## config.mk

```make
export PLATFORM = sky130hd
export DESIGN_NAME = ncttu_table
export DESIGN_NICKNAME = d
export VERILOG_FILES = /design/src/hw/rtl/ncttu_pkg.sv /design/src/hw/rtl/ncttu_cell.sv /design/src/hw/rtl/ncttu_table.sv
export SDC_FILE = /design/constraint.sdc
export NUM_CORES = 1
export LEC_CHECK = 0
export BUFFER_PORTS_ARGS = -buffer_cell sky130_fd_sc_hd__buf_4
export CORE_ASPECT_RATIO = 1.4
export CORE_MARGIN = 3
export CORE_UTILIZATION = 30
export CTS_CLUSTER_DIAMETER = 200
export DETAILED_ROUTE_END_ITERATION = 16
export GPL_TIMING_DRIVEN = 0
export HOLD_SLACK_MARGIN = 0.1
export PLACE_DENSITY = 0.41
export SYNTH_ARGS = -nofsm -noshare
export SYNTH_HDL_FRONTEND = slang
export SYNTH_SLANG_ARGS = --single-unit
```

## constraint.sdc

```tcl
create_clock -name clk_i -period 4.6 [get_ports clk_i]
set_clock_uncertainty 0.1 [all_clocks]
set_input_delay 0.46 -clock clk_i [delete_from_list [all_inputs] [get_ports clk_i]]
set_output_delay 0.46 -clock clk_i [all_outputs]
set_load 0.01 [all_outputs]
```

## src/hw/rtl/ncttu_pkg.sv

```systemverilog
`timescale 1ns / 1ps
// ----------------------------------------------------------------------------
// ncttu_pkg
// Shared types, codes and helpers of the nearest-centroid track table.
// ----------------------------------------------------------------------------
package ncttu_pkg;

  localparam int CoordW  = 11;
  localparam int DistW   = 23;
  localparam int RectW   = 44;
  localparam int MaxList = 16;

  // Operation applied to every cell of a table row
  typedef enum logic [2:0] {
    CELL_HOLD,
    CELL_SHIFT,
    CELL_LOAD_POS,
    CELL_LOAD_ALL,
    CELL_CLR_FLAG
  } cell_op_e;

  typedef struct packed {
    cell_op_e op;
    logic     sel;
  } cell_ctrl_t;

  typedef enum logic [2:0] {
    ST_IDLE,
    ST_SEARCH,
    ST_UPDATE,
    ST_CPASS,
    ST_TPASS,
    ST_LIST,
    ST_RESP
  } state_e;

  typedef enum logic [1:0] {
    FUNC_START    = 2'd0,
    FUNC_CENTROID = 2'd1,
    FUNC_END      = 2'd2,
    FUNC_RSVD     = 2'd3
  } func_e;

  typedef enum logic [2:0] {
    STAT_ACK       = 3'd0,
    STAT_TRACK     = 3'd1,
    STAT_CAND      = 3'd2,
    STAT_NEW       = 3'd3,
    STAT_FULL      = 3'd4,
    STAT_LIST      = 3'd5
  } status_e;

  typedef enum logic [2:0] {
    CFG_BEGIN_AREA = 3'd0,
    CFG_STOP_AREA  = 3'd1,
    CFG_LOST_LIMIT = 3'd2,
    CFG_GATE       = 3'd3,
    CFG_NOISE      = 3'd4
  } cfg_idx_e;

  // Point inside rectangle packed as x,y,w,h (x highest)
  function automatic logic in_rect(logic [RectW-1:0] rect, logic [CoordW-1:0] px,
                                   logic [CoordW-1:0] py);
    logic [CoordW:0] rx, ry, rw, rh;
    rx = {1'b0, rect[43:33]};
    ry = {1'b0, rect[32:22]};
    rw = {1'b0, rect[21:11]};
    rh = {1'b0, rect[10:0]};
    return (rx <= {1'b0, px}) && ({1'b0, px} < rx + rw) &&
           (ry <= {1'b0, py}) && ({1'b0, py} < ry + rh);
  endfunction

  // Squared Euclidean distance
  function automatic logic [DistW-1:0] dist_sq(logic [CoordW-1:0] ax, logic [CoordW-1:0] ay,
                                               logic [CoordW-1:0] bx, logic [CoordW-1:0] by);
    logic [CoordW-1:0]   dx, dy;
    logic [2*CoordW-1:0] sx, sy;
    dx = (ax > bx) ? ax - bx : bx - ax;
    dy = (ay > by) ? ay - by : by - ay;
    sx = dx * dx;
    sy = dy * dy;
    return {1'b0, sx} + {1'b0, sy};
  endfunction

endpackage

```

## src/hw/rtl/ncttu_cell.sv

```systemverilog
`timescale 1ns / 1ps
// ----------------------------------------------------------------------------
// ncttu_cell
// One table entry: center, seen and missed counts, seen-this-frame flag.
// ----------------------------------------------------------------------------
module ncttu_cell
  import ncttu_pkg::*;
#(
  parameter int CountBits = 16
) (
  input  logic                 clk_i,
  input  cell_ctrl_t           ctrl_i,
  input  logic [CoordW-1:0]    nbr_x_i,
  input  logic [CoordW-1:0]    nbr_y_i,
  input  logic [CountBits-1:0] nbr_seen_i,
  input  logic [CountBits-1:0] nbr_missed_i,
  input  logic                 nbr_flag_i,
  input  logic [CoordW-1:0]    wr_x_i,
  input  logic [CoordW-1:0]    wr_y_i,
  input  logic [CountBits-1:0] wr_seen_i,
  input  logic [CountBits-1:0] wr_missed_i,
  input  logic                 wr_flag_i,
  output logic [CoordW-1:0]    x_o,
  output logic [CoordW-1:0]    y_o,
  output logic [CountBits-1:0] seen_o,
  output logic [CountBits-1:0] missed_o,
  output logic                 flag_o
);

  logic [CoordW-1:0]    x_q, y_q;
  logic [CountBits-1:0] seen_q, missed_q;
  logic                 flag_q;

  // Take neighbor, load a write, or clear the flag
  always_ff @(posedge clk_i) begin
    unique case (ctrl_i.op)
      CELL_SHIFT: begin
        if (ctrl_i.sel) begin
          x_q      <= wr_x_i;
          y_q      <= wr_y_i;
          seen_q   <= wr_seen_i;
          missed_q <= wr_missed_i;
          flag_q   <= wr_flag_i;
        end else begin
          x_q      <= nbr_x_i;
          y_q      <= nbr_y_i;
          seen_q   <= nbr_seen_i;
          missed_q <= nbr_missed_i;
          flag_q   <= nbr_flag_i;
        end
      end
      CELL_LOAD_POS: begin
        if (ctrl_i.sel) begin
          x_q    <= wr_x_i;
          y_q    <= wr_y_i;
          flag_q <= wr_flag_i;
        end
      end
      CELL_LOAD_ALL: begin
        if (ctrl_i.sel) begin
          x_q      <= wr_x_i;
          y_q      <= wr_y_i;
          seen_q   <= wr_seen_i;
          missed_q <= wr_missed_i;
          flag_q   <= wr_flag_i;
        end
      end
      CELL_CLR_FLAG: flag_q <= 1'b0;
      default: ;
    endcase
  end

  assign x_o      = x_q;
  assign y_o      = y_q;
  assign seen_o   = seen_q;
  assign missed_o = missed_q;
  assign flag_o   = flag_q;

endmodule

```

## src/hw/rtl/ncttu_table.sv

```systemverilog
`timescale 1ns / 1ps
// ----------------------------------------------------------------------------
// ncttu_table
// Row of entry cells; each shifts toward the head, one write slot per cycle.
// ----------------------------------------------------------------------------
module ncttu_table
  import ncttu_pkg::*;
#(
  parameter int Slots     = 16,
  parameter int CountBits = 16,
  localparam int IdxW     = (Slots > 1) ? $clog2(Slots) : 1
) (
  input  logic                 clk_i,
  input  cell_op_e             op_i,
  input  logic                 wr_en_i,
  input  logic [IdxW-1:0]      idx_i,
  input  logic [CoordW-1:0]    wr_x_i,
  input  logic [CoordW-1:0]    wr_y_i,
  input  logic [CountBits-1:0] wr_seen_i,
  input  logic [CountBits-1:0] wr_missed_i,
  input  logic                 wr_flag_i,
  output logic [CoordW-1:0]    head_x_o,
  output logic [CoordW-1:0]    head_y_o,
  output logic [CountBits-1:0] head_seen_o,
  output logic [CountBits-1:0] head_missed_o,
  output logic                 head_flag_o
);

  logic [CoordW-1:0]    x_w      [Slots];
  logic [CoordW-1:0]    y_w      [Slots];
  logic [CountBits-1:0] seen_w   [Slots];
  logic [CountBits-1:0] missed_w [Slots];
  logic                 flag_w   [Slots];

  for (genvar i = 0; i < Slots; i++) begin : g_cell
    localparam int Nb = (i < Slots - 1) ? i + 1 : i;
    cell_ctrl_t ctrl;

    // Select the one cell addressed by the write
    assign ctrl = {op_i, wr_en_i && (idx_i == IdxW'(i))};

    ncttu_cell #(
      .CountBits(CountBits)
    ) u_cell (
      .clk_i       (clk_i),
      .ctrl_i      (ctrl),
      .nbr_x_i     (x_w[Nb]),
      .nbr_y_i     (y_w[Nb]),
      .nbr_seen_i  (seen_w[Nb]),
      .nbr_missed_i(missed_w[Nb]),
      .nbr_flag_i  (flag_w[Nb]),
      .wr_x_i      (wr_x_i),
      .wr_y_i      (wr_y_i),
      .wr_seen_i   (wr_seen_i),
      .wr_missed_i (wr_missed_i),
      .wr_flag_i   (wr_flag_i),
      .x_o         (x_w[i]),
      .y_o         (y_w[i]),
      .seen_o      (seen_w[i]),
      .missed_o    (missed_w[i]),
      .flag_o      (flag_w[i])
    );
  end

  assign head_x_o      = x_w[0];
  assign head_y_o      = y_w[0];
  assign head_seen_o   = seen_w[0];
  assign head_missed_o = missed_w[0];
  assign head_flag_o   = flag_w[0];

endmodule

```

==> summary.md, run 1 <==
| Metric | Value |
|---|---|
| Run status | completed |
| Number of clock buffers inserted by TritonCTS | 95 |
| Filler-free cell count of the finished design | 4022 |
| Global-route wire length before repair | 146700 um |
| F_max | 336.2 MHz |
| Gr ovfl total | 0 |
| All-layer global routing usage | 0.1548 |
| Post-cts repair resize count | 0 |
| Largest driver fanout on the critical path | 14 |
| Number of buffers inserted by post-CTS setup repair | 0 |
| Synthesis warning total | 0 |
| Nets | 2390 |
| WL/cell | 24.86 um |
| Placer congestion estimate | 0.8027 |
| Core Rows | 152 |
| Post-layout minimum cycle time | 2974 ps |
| Register share of total power | 0.507 |
| Cells taking the most area after synthesis | edfxtp_1 (71%), mux2_2 (21%), mux2_1 (3.1%), buf_2 (1.0%), a21oi_1 (0.82%) |
| HPWL Detailed | 67460 um |
| Net Sw Frac | 0.2271 |
| Combinational Power Share | 0.082 |
| Count of endpoints failing setup in the final report | 0 |
| Number of detailed-route iterations in the first pass | 5 |
| Smallest setup slack after layout | 1626 ps |
| Vias in the first global route | 20800 |
| Max IR drop VDD | 0.2368 mV |
| Die footprint | 128400 um^2 |
| Static Leak | 0.01490 uW |
| EDFF count, synth | 880 |
| Largest buffer count on any clock path | 3 |
| Final worst path period share | 0.6465 |
| Clock tree from TritonCTS | done |
| Number of antenna violations at the first check in global routing | 10 |
| Library cell occupying the most area in the post-synthesis netlist | edfxtp_1 |
| Remaining antenna violation count | 0 |
| Fill cell count | 11600 |
| Count of buffers from port buffering | 116 |
| Total via count in the routed design | 19110 |
| Clock transition at the registers of the reported paths | 60 ps |
| Post-synth top area share | 0.7102 |
| Post-Synthesis Cell Area | 37210 um^2 |
| Net switching power figure | 4143 uW |
| Worst setup slack after placement | 1004 ps |
| Number of top-level design ports | 119 |
| Total placed instance area | 41630 um^2 |
| Fraction of final layout cells with drive strength greater than 1 | 0.4761 |
| Vias per Instance | 4.752 |
| CP cell instances | buf_2 -> o21ai_1 -> clkbuf_1 -> a21oi_4 -> buf_16 |
| Post-Layout Inst Area | 45160 um^2 |
| Total Wirelength | 99980 um |
| Horizontal die dimension | 303.6 um |
| Worst-case headroom to the max-slew limit | 0.1160 |
| Worst Max-Slew Pin Slew | 1317 ps |
| Number of clock sinks | 880 |
| Total negative setup slack | 0 ps |
| # DRC | 0 |
| Sort of element at the end of the critical path | register |
| Required time at the worst-slack endpoint | 4910 ps |
| Number of distinct library cells after synthesis | 34 |
| Iter 0 DRT Violations | 1241 |
| Count of mapped cells out of synthesis | 2007 |
| Master of the slowest instance on the critical path | o21ai_1 |
| Count of final max-slew check failures | 0 |
| Power density cells | 404.0 nW/um^2 |
| Setup repair after global routing missed its margin | false |
| Hold Vio Cnt, Final | 0 |
| Max-Cap Viols | 0 |
| Largest net degree at the start of global routing | 23 |
| Post-synthesis sequential area ratio | 0.7102 |
| Cell internal pwr | 14100 uW |
| Cell chosen for the clock root | clkbuf_16 |
| Crit path DAT | 3280 ps |
| Area of the core region | 122900 um^2 |
| Most used flip-flop cell after synthesis | edfxtp_1 |
| Cell count after placement | 3790 |
| Post-synthesis to final-layout area growth | 21.36% |
| Synthesized Nets | 2071 |
| Initial Utilization | 0.3029 |
| Avg Inst Size Synth | 18.54 um^2 |
| Die boundary height | 422.7 um |
| Maximum level of the CTS H-tree | 3 |
| FFs w/ async S/R, synth | 0 |
| Skew-Pair Late Insertion Delay | 670 ps |
| Kind of path behind the tightest hold check | in -> reg |
| Post-route worst hold slack | 166.9 ps |
| #FFs+latches synth | 880 |
| Start-to-end type of the worst setup path | in -> reg |
| Worst stage delay on the critical path | 1030 ps |
| Clock network power share | 0.411 |
| Crit start category | input port |
sequential cells by signal (all words and copies together), names as in the netlist:
name	count
g_cell.u_cell.y_o	176
g_cell.u_cell.x_o	176
g_cell.u_cell.missed_o	256
g_cell.u_cell.flag_o	16
g_cell.u_cell.seen_o	256
layout by cell type, fill, tap and decap left out, types with 5 or more instances in the layout:
cell type        n
nand2_1         29
buf_4          124
buf_12           8
o21a_1           9
edfxtp_1       880
a21oi_4         30
a21oi_2         12
and2_1           5
buf_2           78
a21oi_1         31
clkbuf_1        85
buf_16          33
mux2_2         708
bufinv_16        7
clkinv_2        20
a221oi_1         9
dlygate4sd3_1   56
clkbuf_16       97
clkinv_1        22
buf_6            6
mux2_1         102
nand2_2          6
metal layers:
| metal | vias to the layer above | wire [um] | track usage |
|---|---|---|---|
| met4 | 8 | 2809 | 0.05187 |
| met2 | 420 | 51310 | 0.2745 |
| met1 | 10020 | 41680 | 0.1909 |
| met5 | - | 50 | 0 |
| li1 | 8524 | - | - |
| met3 | 146 | 4129 | 0.02517 |
logic make-up after synthesis:
group / count (synthesis) / synth area share
multiplexers: 811 / 0.2454
AO/OA/AOI/OAI: 103 / 0.01715
XOR/XNOR: 1 / 0.0002354
buffers and inverters: 154 / 0.01896
AND/OR/NAND/NOR: 58 / 0.008071
flip-flops: 880 / 0.7102
worst max-delay path: cells and delay by family:
family / cells / cell delay [ps]
AO/OA/AOI/OAI: 2 / 1380
buffers and inverters: 3 / 1410
cells in the mapped netlist, types with 3 or more instances:
master / number
nor2_1: 3
and2_1: 5
mux2_2: 708
buf_4: 8
a2bb2oi_1: 4
o21ai_0: 4
buf_2: 78
o21a_1: 9
a221oi_1: 9
mux2_1: 102
a21oi_1: 61
nand2_1: 29
clkbuf_1: 63
a21oi_2: 12
edfxtp_1: 880
nor2b_1: 3
nand2_2: 6
timing repair:
action,CTS,global route
hold buffers,56,0
endpoints found under the hold margin,325,0
endpoints found under the setup margin,0,0
area by class of cell:
type                       instances  area, um^2  share of cell area
sequential                       880       26430              0.5852
multi-input combinational        973       10430              0.2309
clock inverter                    53       442.9            0.009809
antenna                            4       10.01           0.0002217
timing repair buffer             222        2613             0.05786
tap                             1617        2023             0.04480
clock buffer                     119        2510             0.05558
inverter                           3       11.26           0.0002494
buffer                           151       694.4             0.01538
stage by stage:
| step | util | power [uW] |
|---|---|---|
| floorplan | - | 10240 |
| global placement | 0.3264 | 10800 |
| detailed placement | 0.3389 | 10910 |
| CTS | 0.3675 | 18560 |
| global route | 0.3675 | 18950 |
| finish | 0.3675 | 18240 |
worst paths after layout:
path,start,cells after the start,endpoint,slack (ps)
setup reg to reg,g_cell[9].u_cell.flag_o,4,g_cell[8].u_cell.flag_o,2940
setup / recovery,op_i[1],5,g_cell[6].u_cell.y_o[6],1630
hold / removal,op_i[0],3,g_cell[15].u_cell.flag_o,170
hold reg to reg,g_cell[10].u_cell.missed_o[11],1,g_cell[9].u_cell.missed_o[11],420
power by group through the flow:
stage / clock network (uW) / logic, uW / registers (uW)
final: 7490 / 1510 / 9250
after global routing: 8050 / 1630 / 9270
after CTS: 7760 / 1550 / 9250
after detailed placement: 0 / 1500 / 9420
after global placement: 0 / 1350 / 9450
after floorplan: 0 / 832 / 9410
Power figures use the tool's default switching activity.
==> run 2: changes to the inputs <==
Settings changed: PLACE_DENSITY 0.41 to 0.43.
Clock period 4.6 ns to 2.7 ns, I/O delays scaled along.
==> run 2 against run 1 <==
Against the previous run:
- die area did not move
- critical path depth rose by 4
- non-clock buffer count rose by 1
- register-to-register slack got worse by 2400 ps
- combinational power rose by 70%
- worst hold slack got worse by 18 ps
- critical path type unchanged
- critical endpoint is now g_cell[8].u_cell.flag_o
==> summary.md, run 2 (same netlist as run 1, synthesis figures left out) <==
| Metric | Value |
|---|---|
| Run status | completed |
| Vias in the first global route | 20700 |
| Core Rows | 152 |
| Placer congestion estimate | 0.8135 |
| Commonest cells after routing, fill and taps aside | edfxtp_1 (880), mux2_2 (708), buf_4 (124), mux2_1 (102), clkbuf_16 (98) |
| Count of endpoints failing setup in the final report | 0 |
| Critical path buffer and inverter count | 5 |
| Required time at the worst-slack endpoint | 3030 ps |
| Worst stage delay on the critical path | 570 ps |
| Sequential cell area | 26430 um^2 |
| Count of buffers from port buffering | 116 |
| Fill cell count | 11580 |
| CP Capture Point | g_cell[8].u_cell.flag_o |
| Cell chosen for the clock root | clkbuf_16 |
| Skew-Pair Late Insertion Delay | 670 ps |
| Static Leak | 0.01487 uW |
| Remaining antenna violation count | 0 |
| Clock network power share | 0.405 |
| Setup repair after global routing missed its margin | false |
| Master of the slowest instance on the critical path | dlygate4sd3_1 |
| Count of final max-slew check failures | 0 |
| Die boundary height | 422.7 um |
| Fraction of final layout cells with drive strength greater than 1 | 0.4708 |
| Post-route worst hold slack | 149.4 ps |
| Crit start category | input port |
| Category of cells accounting for the largest share of critical-path delay | buffers and inverters |
| Clock tree from TritonCTS | done |
| Number of clock buffers inserted by TritonCTS | 95 |
| Nets | 2391 |
| Max IR drop VDD | 0.4108 mV |
| Number of antenna violations at the first check in global routing | 12 |
| Post-synthesis to final-layout area growth | 21.35% |
| Total via count in the routed design | 19060 |
| Total Wirelength | 99020 um |
| F_max | 394.7 MHz |
| CP cell instances | buf_4 -> nor2_2 -> buf_2 -> a21oi_2 -> buf_2 -> o22ai_1 -> dlygate4sd3_1 -> nor2_1 -> dlygate4sd3_1 |
| Clock transition at the registers of the reported paths | 60 ps |
| Final worst path period share | 0.9383 |
| Terminus of the critical flop-to-flop path | g_cell[8].u_cell.flag_o |
| Cell internal pwr | 23740 uW |
| Post-Layout Inst Area | 45150 um^2 |
| Post-layout minimum cycle time | 2533 ps |
| Start-to-end type of the worst setup path | in -> reg |
| Die footprint | 128400 um^2 |
| Register share of total power | 0.512 |
| Combinational Power Share | 0.083 |
| Number of cells on the worst reg-to-reg path | 5 |
| # DRC | 0 |
| Net switching power figure | 7039 uW |
| Gr ovfl total | 0 |
| Net Sw Frac | 0.2287 |
| CP Launch Point | idx_i[0] |
| Number of clock sinks | 880 |
| Total placed instance area | 41610 um^2 |
| Number of top-level design ports | 119 |
| Multi-input combinational cell area | 10440 um^2 |
| Hold Vio Cnt, Final | 0 |
| Crit path DAT | 2860 ps |
| Number of buffers inserted by post-CTS setup repair | 0 |
| Critical path depth in cells | 9 |
| All-layer global routing usage | 0.1532 |
| HPWL Detailed | 66970 um |
| Largest net degree at the start of global routing | 22 |
| Horizontal die dimension | 303.6 um |
| Worst-case headroom to the max-slew limit | 0.1653 |
| Vias per Instance | 4.737 |
| Initial Utilization | 0.3029 |
| Maximum level of the CTS H-tree | 3 |
| Max-Cap Viols | 0 |
| Largest buffer count on any clock path | 3 |
| R2R Path Start | g_cell[9].u_cell.flag_o |
| Most frequent standard cell in the layout excluding fill and tap cells | edfxtp_1 |
| Reg2Reg Setup Slack | 520 ps |
| Iter 0 DRT Violations | 1216 |
| Area of the core region | 122900 um^2 |
| Sort of element at the end of the critical path | register |
| Largest driver fanout on the critical path | 10 |
| WL/cell | 24.61 um |
| Power density cells | 681.7 nW/um^2 |
| Kind of path behind the tightest hold check | in -> reg |
| Worst Max-Slew Pin Slew | 1252 ps |
| Global-route wire length before repair | 145400 um |
| Number of detailed-route iterations in the first pass | 5 |
## run 2: cell types whose count changed in the layout (fill, tap and decap cells not counted), sizes merged
| cell | previous run | this run |
|---|---|---|
| bufinv | 7 | 3 |
| inv | 6 | 4 |
| dlygate4sd3 | 56 | 62 |
| buf | 254 | 249 |
| diode | 4 | 7 |
| clkinvlp | 1 | 2 |
| clkinv | 42 | 37 |
| clkbuf | 182 | 190 |
## run 2: power groups by stage
stage	logic, uW	clock network, uW	registers, uW
global placement	2280	0	16100
detailed placement	2540	0	16000
CTS	2630	12900	15800
floorplan	1420	0	16000
finish	2560	12500	15800
global route	2760	13400	15800
## run 2: worst min path at each step
stage	from	end	slack [ps]	cells past startpoint
after floorplan	wr_missed_i[0]	g_cell[15].u_cell.missed_o[0]	270	0
after global placement	wr_y_i[4]	g_cell[15].u_cell.y_o[4]	400	1
after detailed placement	wr_missed_i[8]	g_cell[15].u_cell.missed_o[8]	400	1
after CTS	wr_en_i	g_cell[15].u_cell.seen_o[15]	110	3
after global routing	wr_en_i	g_cell[15].u_cell.seen_o[15]	140	3
final	wr_en_i	g_cell[15].u_cell.seen_o[15]	150	3
## run 2: routing by layer
| layer | up-vias | routed length, um | GRT usage |
|---|---|---|---|
| met1 | 9971 | 41620 | 0.1903 |
| met3 | 128 | 4598 | 0.02938 |
| met5 | - | 64 | 0 |
| met2 | 423 | 50500 | 0.2696 |
| li1 | 8531 | - | - |
| met4 | 10 | 2235 | 0.04495 |
## run 2: final cells by class
| class | instances | share of cell area |
|---|---|---|
| clock inverters | 43 | 0.007509 |
| well taps | 1617 | 0.04481 |
| clock buffers | 127 | 0.05672 |
| diodes | 7 | 0.0003879 |
| plain buffers | 151 | 0.01538 |
| multi-input cells | 973 | 0.2313 |
| repair buffers | 223 | 0.05847 |
| flip-flops and latches | 880 | 0.5852 |
| inverters | 3 | 0.0002494 |
## run 2: what timing repair did
item	CTS	global route
hold endpoints to repair	342	0
gates resized for setup	0	1
endpoints found under the setup margin	0	27
hold buffers	62	0
## run 2: worst reg2reg max path, stage by stage (launching register included)
cell and delay [ps]:
edfxtp_1 360, a21o_1 170, o22ai_1 150, dlygate4sd3_1 570, nor2_1 40, dlygate4sd3_1 550
## run 2: through the flow
stage               utilization  TNS [ps]  cells  worst slack, ps  power, uW
floorplan                     -   -134970   2007           -376.2      17450
global placement         0.3266  -1813990   3740            -3216      18370
detailed placement       0.3387   -148570   3785           -646.6      18580
CTS                      0.3674         0   4017            86.94      31270
global route             0.3674         0   4018            134.5      31940
finish                   0.3675         0   4024            166.5      30780
==> run 3: changes to the inputs <==
Settings changed: REMOVE_ABC_BUFFERS set to 1.
==> run 3 against run 2 <==
Against the previous run:
- first-iteration DRC count fell by 20%
- power fell by 0.19%
- fmax fell by 0.92%
- sequential power barely moved
- non-clock buffer count fell by 117
- final area rose by 0.43%
- via count fell by 3.1%
- worst setup slack got worse by 24 ps
- utilization rose by 0.16 points
- highest routed layer unchanged
==> summary.md, run 3 (same netlist as run 1, synthesis figures left out) <==
| Metric | Value |
|---|---|
| Power density cells | 677.5 nW/um^2 |
| Number of buffers inserted by post-CTS setup repair | 0 |
| Layer with the highest usage | met2 |
| Die footprint | 128400 um^2 |
| Worst-case headroom to the max-slew limit | 0.07183 |
| Area of the core region | 122900 um^2 |
| Kind of path behind the tightest hold check | in -> reg |
| Sort of element at the end of the critical path | register |
| Largest driver fanout on the critical path | 9 |
| Setup repair after global routing missed its margin | false |
| Global-route wire length before repair | 132000 um |
| Global Route met2 Usage | 0.2424 |
| Total via count in the routed design | 18480 |
| Number of top-level design ports | 119 |
| Static Leak | 0.01480 uW |
| Skew-Pair Late Insertion Delay | 670 ps |
| Gr ovfl total | 0 |
| Largest net degree at the start of global routing | 38 |
| Run status | completed |
| Met3 Usage GRT | 0.02462 |
| Total Wirelength | 88020 um |
| Number of clock buffers inserted by TritonCTS | 96 |
| Total negative setup slack | 0 ps |
| HPWL Detailed | 58050 um |
| Count of buffers from port buffering | 118 |
| Start-to-end type of the worst setup path | in -> reg |
| Final worst path period share | 0.9471 |
| Count of final max-slew check failures | 0 |
| Number of antenna violations at the first check in global routing | 9 |
| Placer congestion estimate | 0.7208 |
| Core Rows | 152 |
| # DRC | 0 |
| Remaining antenna violation count | 0 |
| Required time at the worst-slack endpoint | 2960 ps |
| Worst Max-Slew Pin Slew | 1382 ps |
| Horizontal die dimension | 303.6 um |
| Fill cell count | 11480 |
| Vias per Instance | 4.730 |
| Vias in the first global route | 19770 |
| Number of clock sinks | 880 |
| All-layer global routing usage | 0.1364 |
| Max-Cap Viols | 0 |
| Most frequent standard cell in the layout excluding fill and tap cells | edfxtp_1 |
| Worst stage delay on the critical path | 610 ps |
| Hold Vio Cnt, Final | 0 |
| CP cell instances | buf_4 -> dlygate4sd3_1 -> nand3_1 -> dlygate4sd3_1 -> nor3_2 -> buf_8 -> buf_6 -> buf_4 |
| Crit path DAT | 2820 ps |
| F_max | 391.1 MHz |
| Maximum level of the CTS H-tree | 3 |
| Total chip power | 30720 uW |
| Master of the slowest instance on the critical path | dlygate4sd3_1 |
| Die boundary height | 422.7 um |
| WL/cell | 22.54 um |
| Global-route met1 utilization | 0.1644 |
| Max IR drop VDD | 0.4419 mV |
| Number of detailed-route iterations in the first pass | 6 |
| Initial Utilization | 0.3029 |
| Largest buffer count on any clock path | 3 |
| Post-layout minimum cycle time | 2557 ps |
| Crit start category | input port |
| Clock tree from TritonCTS | done |
| Cell chosen for the clock root | clkbuf_16 |
| Clock transition at the registers of the reported paths | 60 ps |
| Count of endpoints failing setup in the final report | 0 |
| Post-synthesis to final-layout area growth | 21.87% |
| Iter 0 DRT Violations | 967 |
| Nets | 2275 |
| Commonest cells after routing, fill and taps aside | edfxtp_1 (880), mux2_2 (708), buf_4 (119), mux2_1 (102), clkbuf_16 (98) |
| Fraction of final layout cells with drive strength greater than 1 | 0.4812 |
## run 3: cell count changes in the layout (fill, tap and decap cells not counted), moves of 4 or more
cell	previous run	this run
clkbuf_1	92	24
buf_4	124	119
nand2_1	29	12
clkinv_1	22	26
buf_2	78	0
buf_12	7	15
a21oi_4	30	42
buf_16	35	53
nand2_2	6	22
buf_6	0	4
a21oi_2	12	0
## run 3: worst max-delay path: cells and delay by family
family	cells	cell delay [ps]
simple gates	2	700
buf+inv	6	1840
## run 3: area by class of cell
| type | instances | area [um^2] | area share |
|---|---|---|---|
| Tap cell | 1617 | 2023 | 0.04461 |
| Clock buffer | 122 | 2542 | 0.05606 |
| Antenna cell | 7 | 17.52 | 0.0003863 |
| Clock inverter | 47 | 365.4 | 0.008056 |
| Sequential cell | 880 | 26430 | 0.5827 |
| Multi-Input combinational cell | 973 | 10590 | 0.2335 |
| Timing Repair Buffer | 257 | 3373 | 0.07438 |
| Inverter | 3 | 11.26 | 0.0002483 |
## run 3: final timing paths
check                          startpoint                             to  slack [ps]  depth (start not counted)
min                              idx_i[3]       g_cell[15].u_cell.x_o[3]         180                          4
min reg2reg  g_cell[4].u_cell.missed_o[9]   g_cell[3].u_cell.missed_o[9]         420                          1
max                               wr_en_i  g_cell[15].u_cell.missed_o[3]         140                          8
max reg2reg       g_cell[9].u_cell.flag_o        g_cell[8].u_cell.flag_o        1020                          4
## run 3: where the power goes
part | internal, uW | switching, uW | total, uW
logic | 1200 | 1340 | 2540
registers | 15600 | 112 | 15800
clock network | 7030 | 5400 | 12400
## run 3: layer usage
layer	routed length [um]	share of wire
met1	35860	0.41
met2	45410	0.52
met3	3951	0.045
met4	2752	0.031
met5	48	0.00055
## run 3: timing repair
item / in CTS / in global routing
endpoints found under the setup margin: 113 / 94
endpoints found under the hold margin: 890 / 0
hold buffers: 63 / 0
resized for setup: 7 / 5
## run 3: stage by stage
| step | cells | hold slack (ps) | utilization | instance area, um^2 | setup slack, ps |
|---|---|---|---|---|---|
| after floorplan | 1856 | 268.9 | - | 36520 | -810.3 |
| after global placement | 3591 | 405.1 | 0.3209 | 39420 | -3601 |
| after detailed placement | 3667 | 412.3 | 0.3399 | 41760 | -1120 |
| after CTS | 3899 | 101.0 | 0.3688 | 45310 | 46.27 |
| after global routing | 3901 | 152.1 | 0.3690 | 45340 | 83.47 |
| final | 3906 | 176.5 | 0.3691 | 45350 | 143.0 |
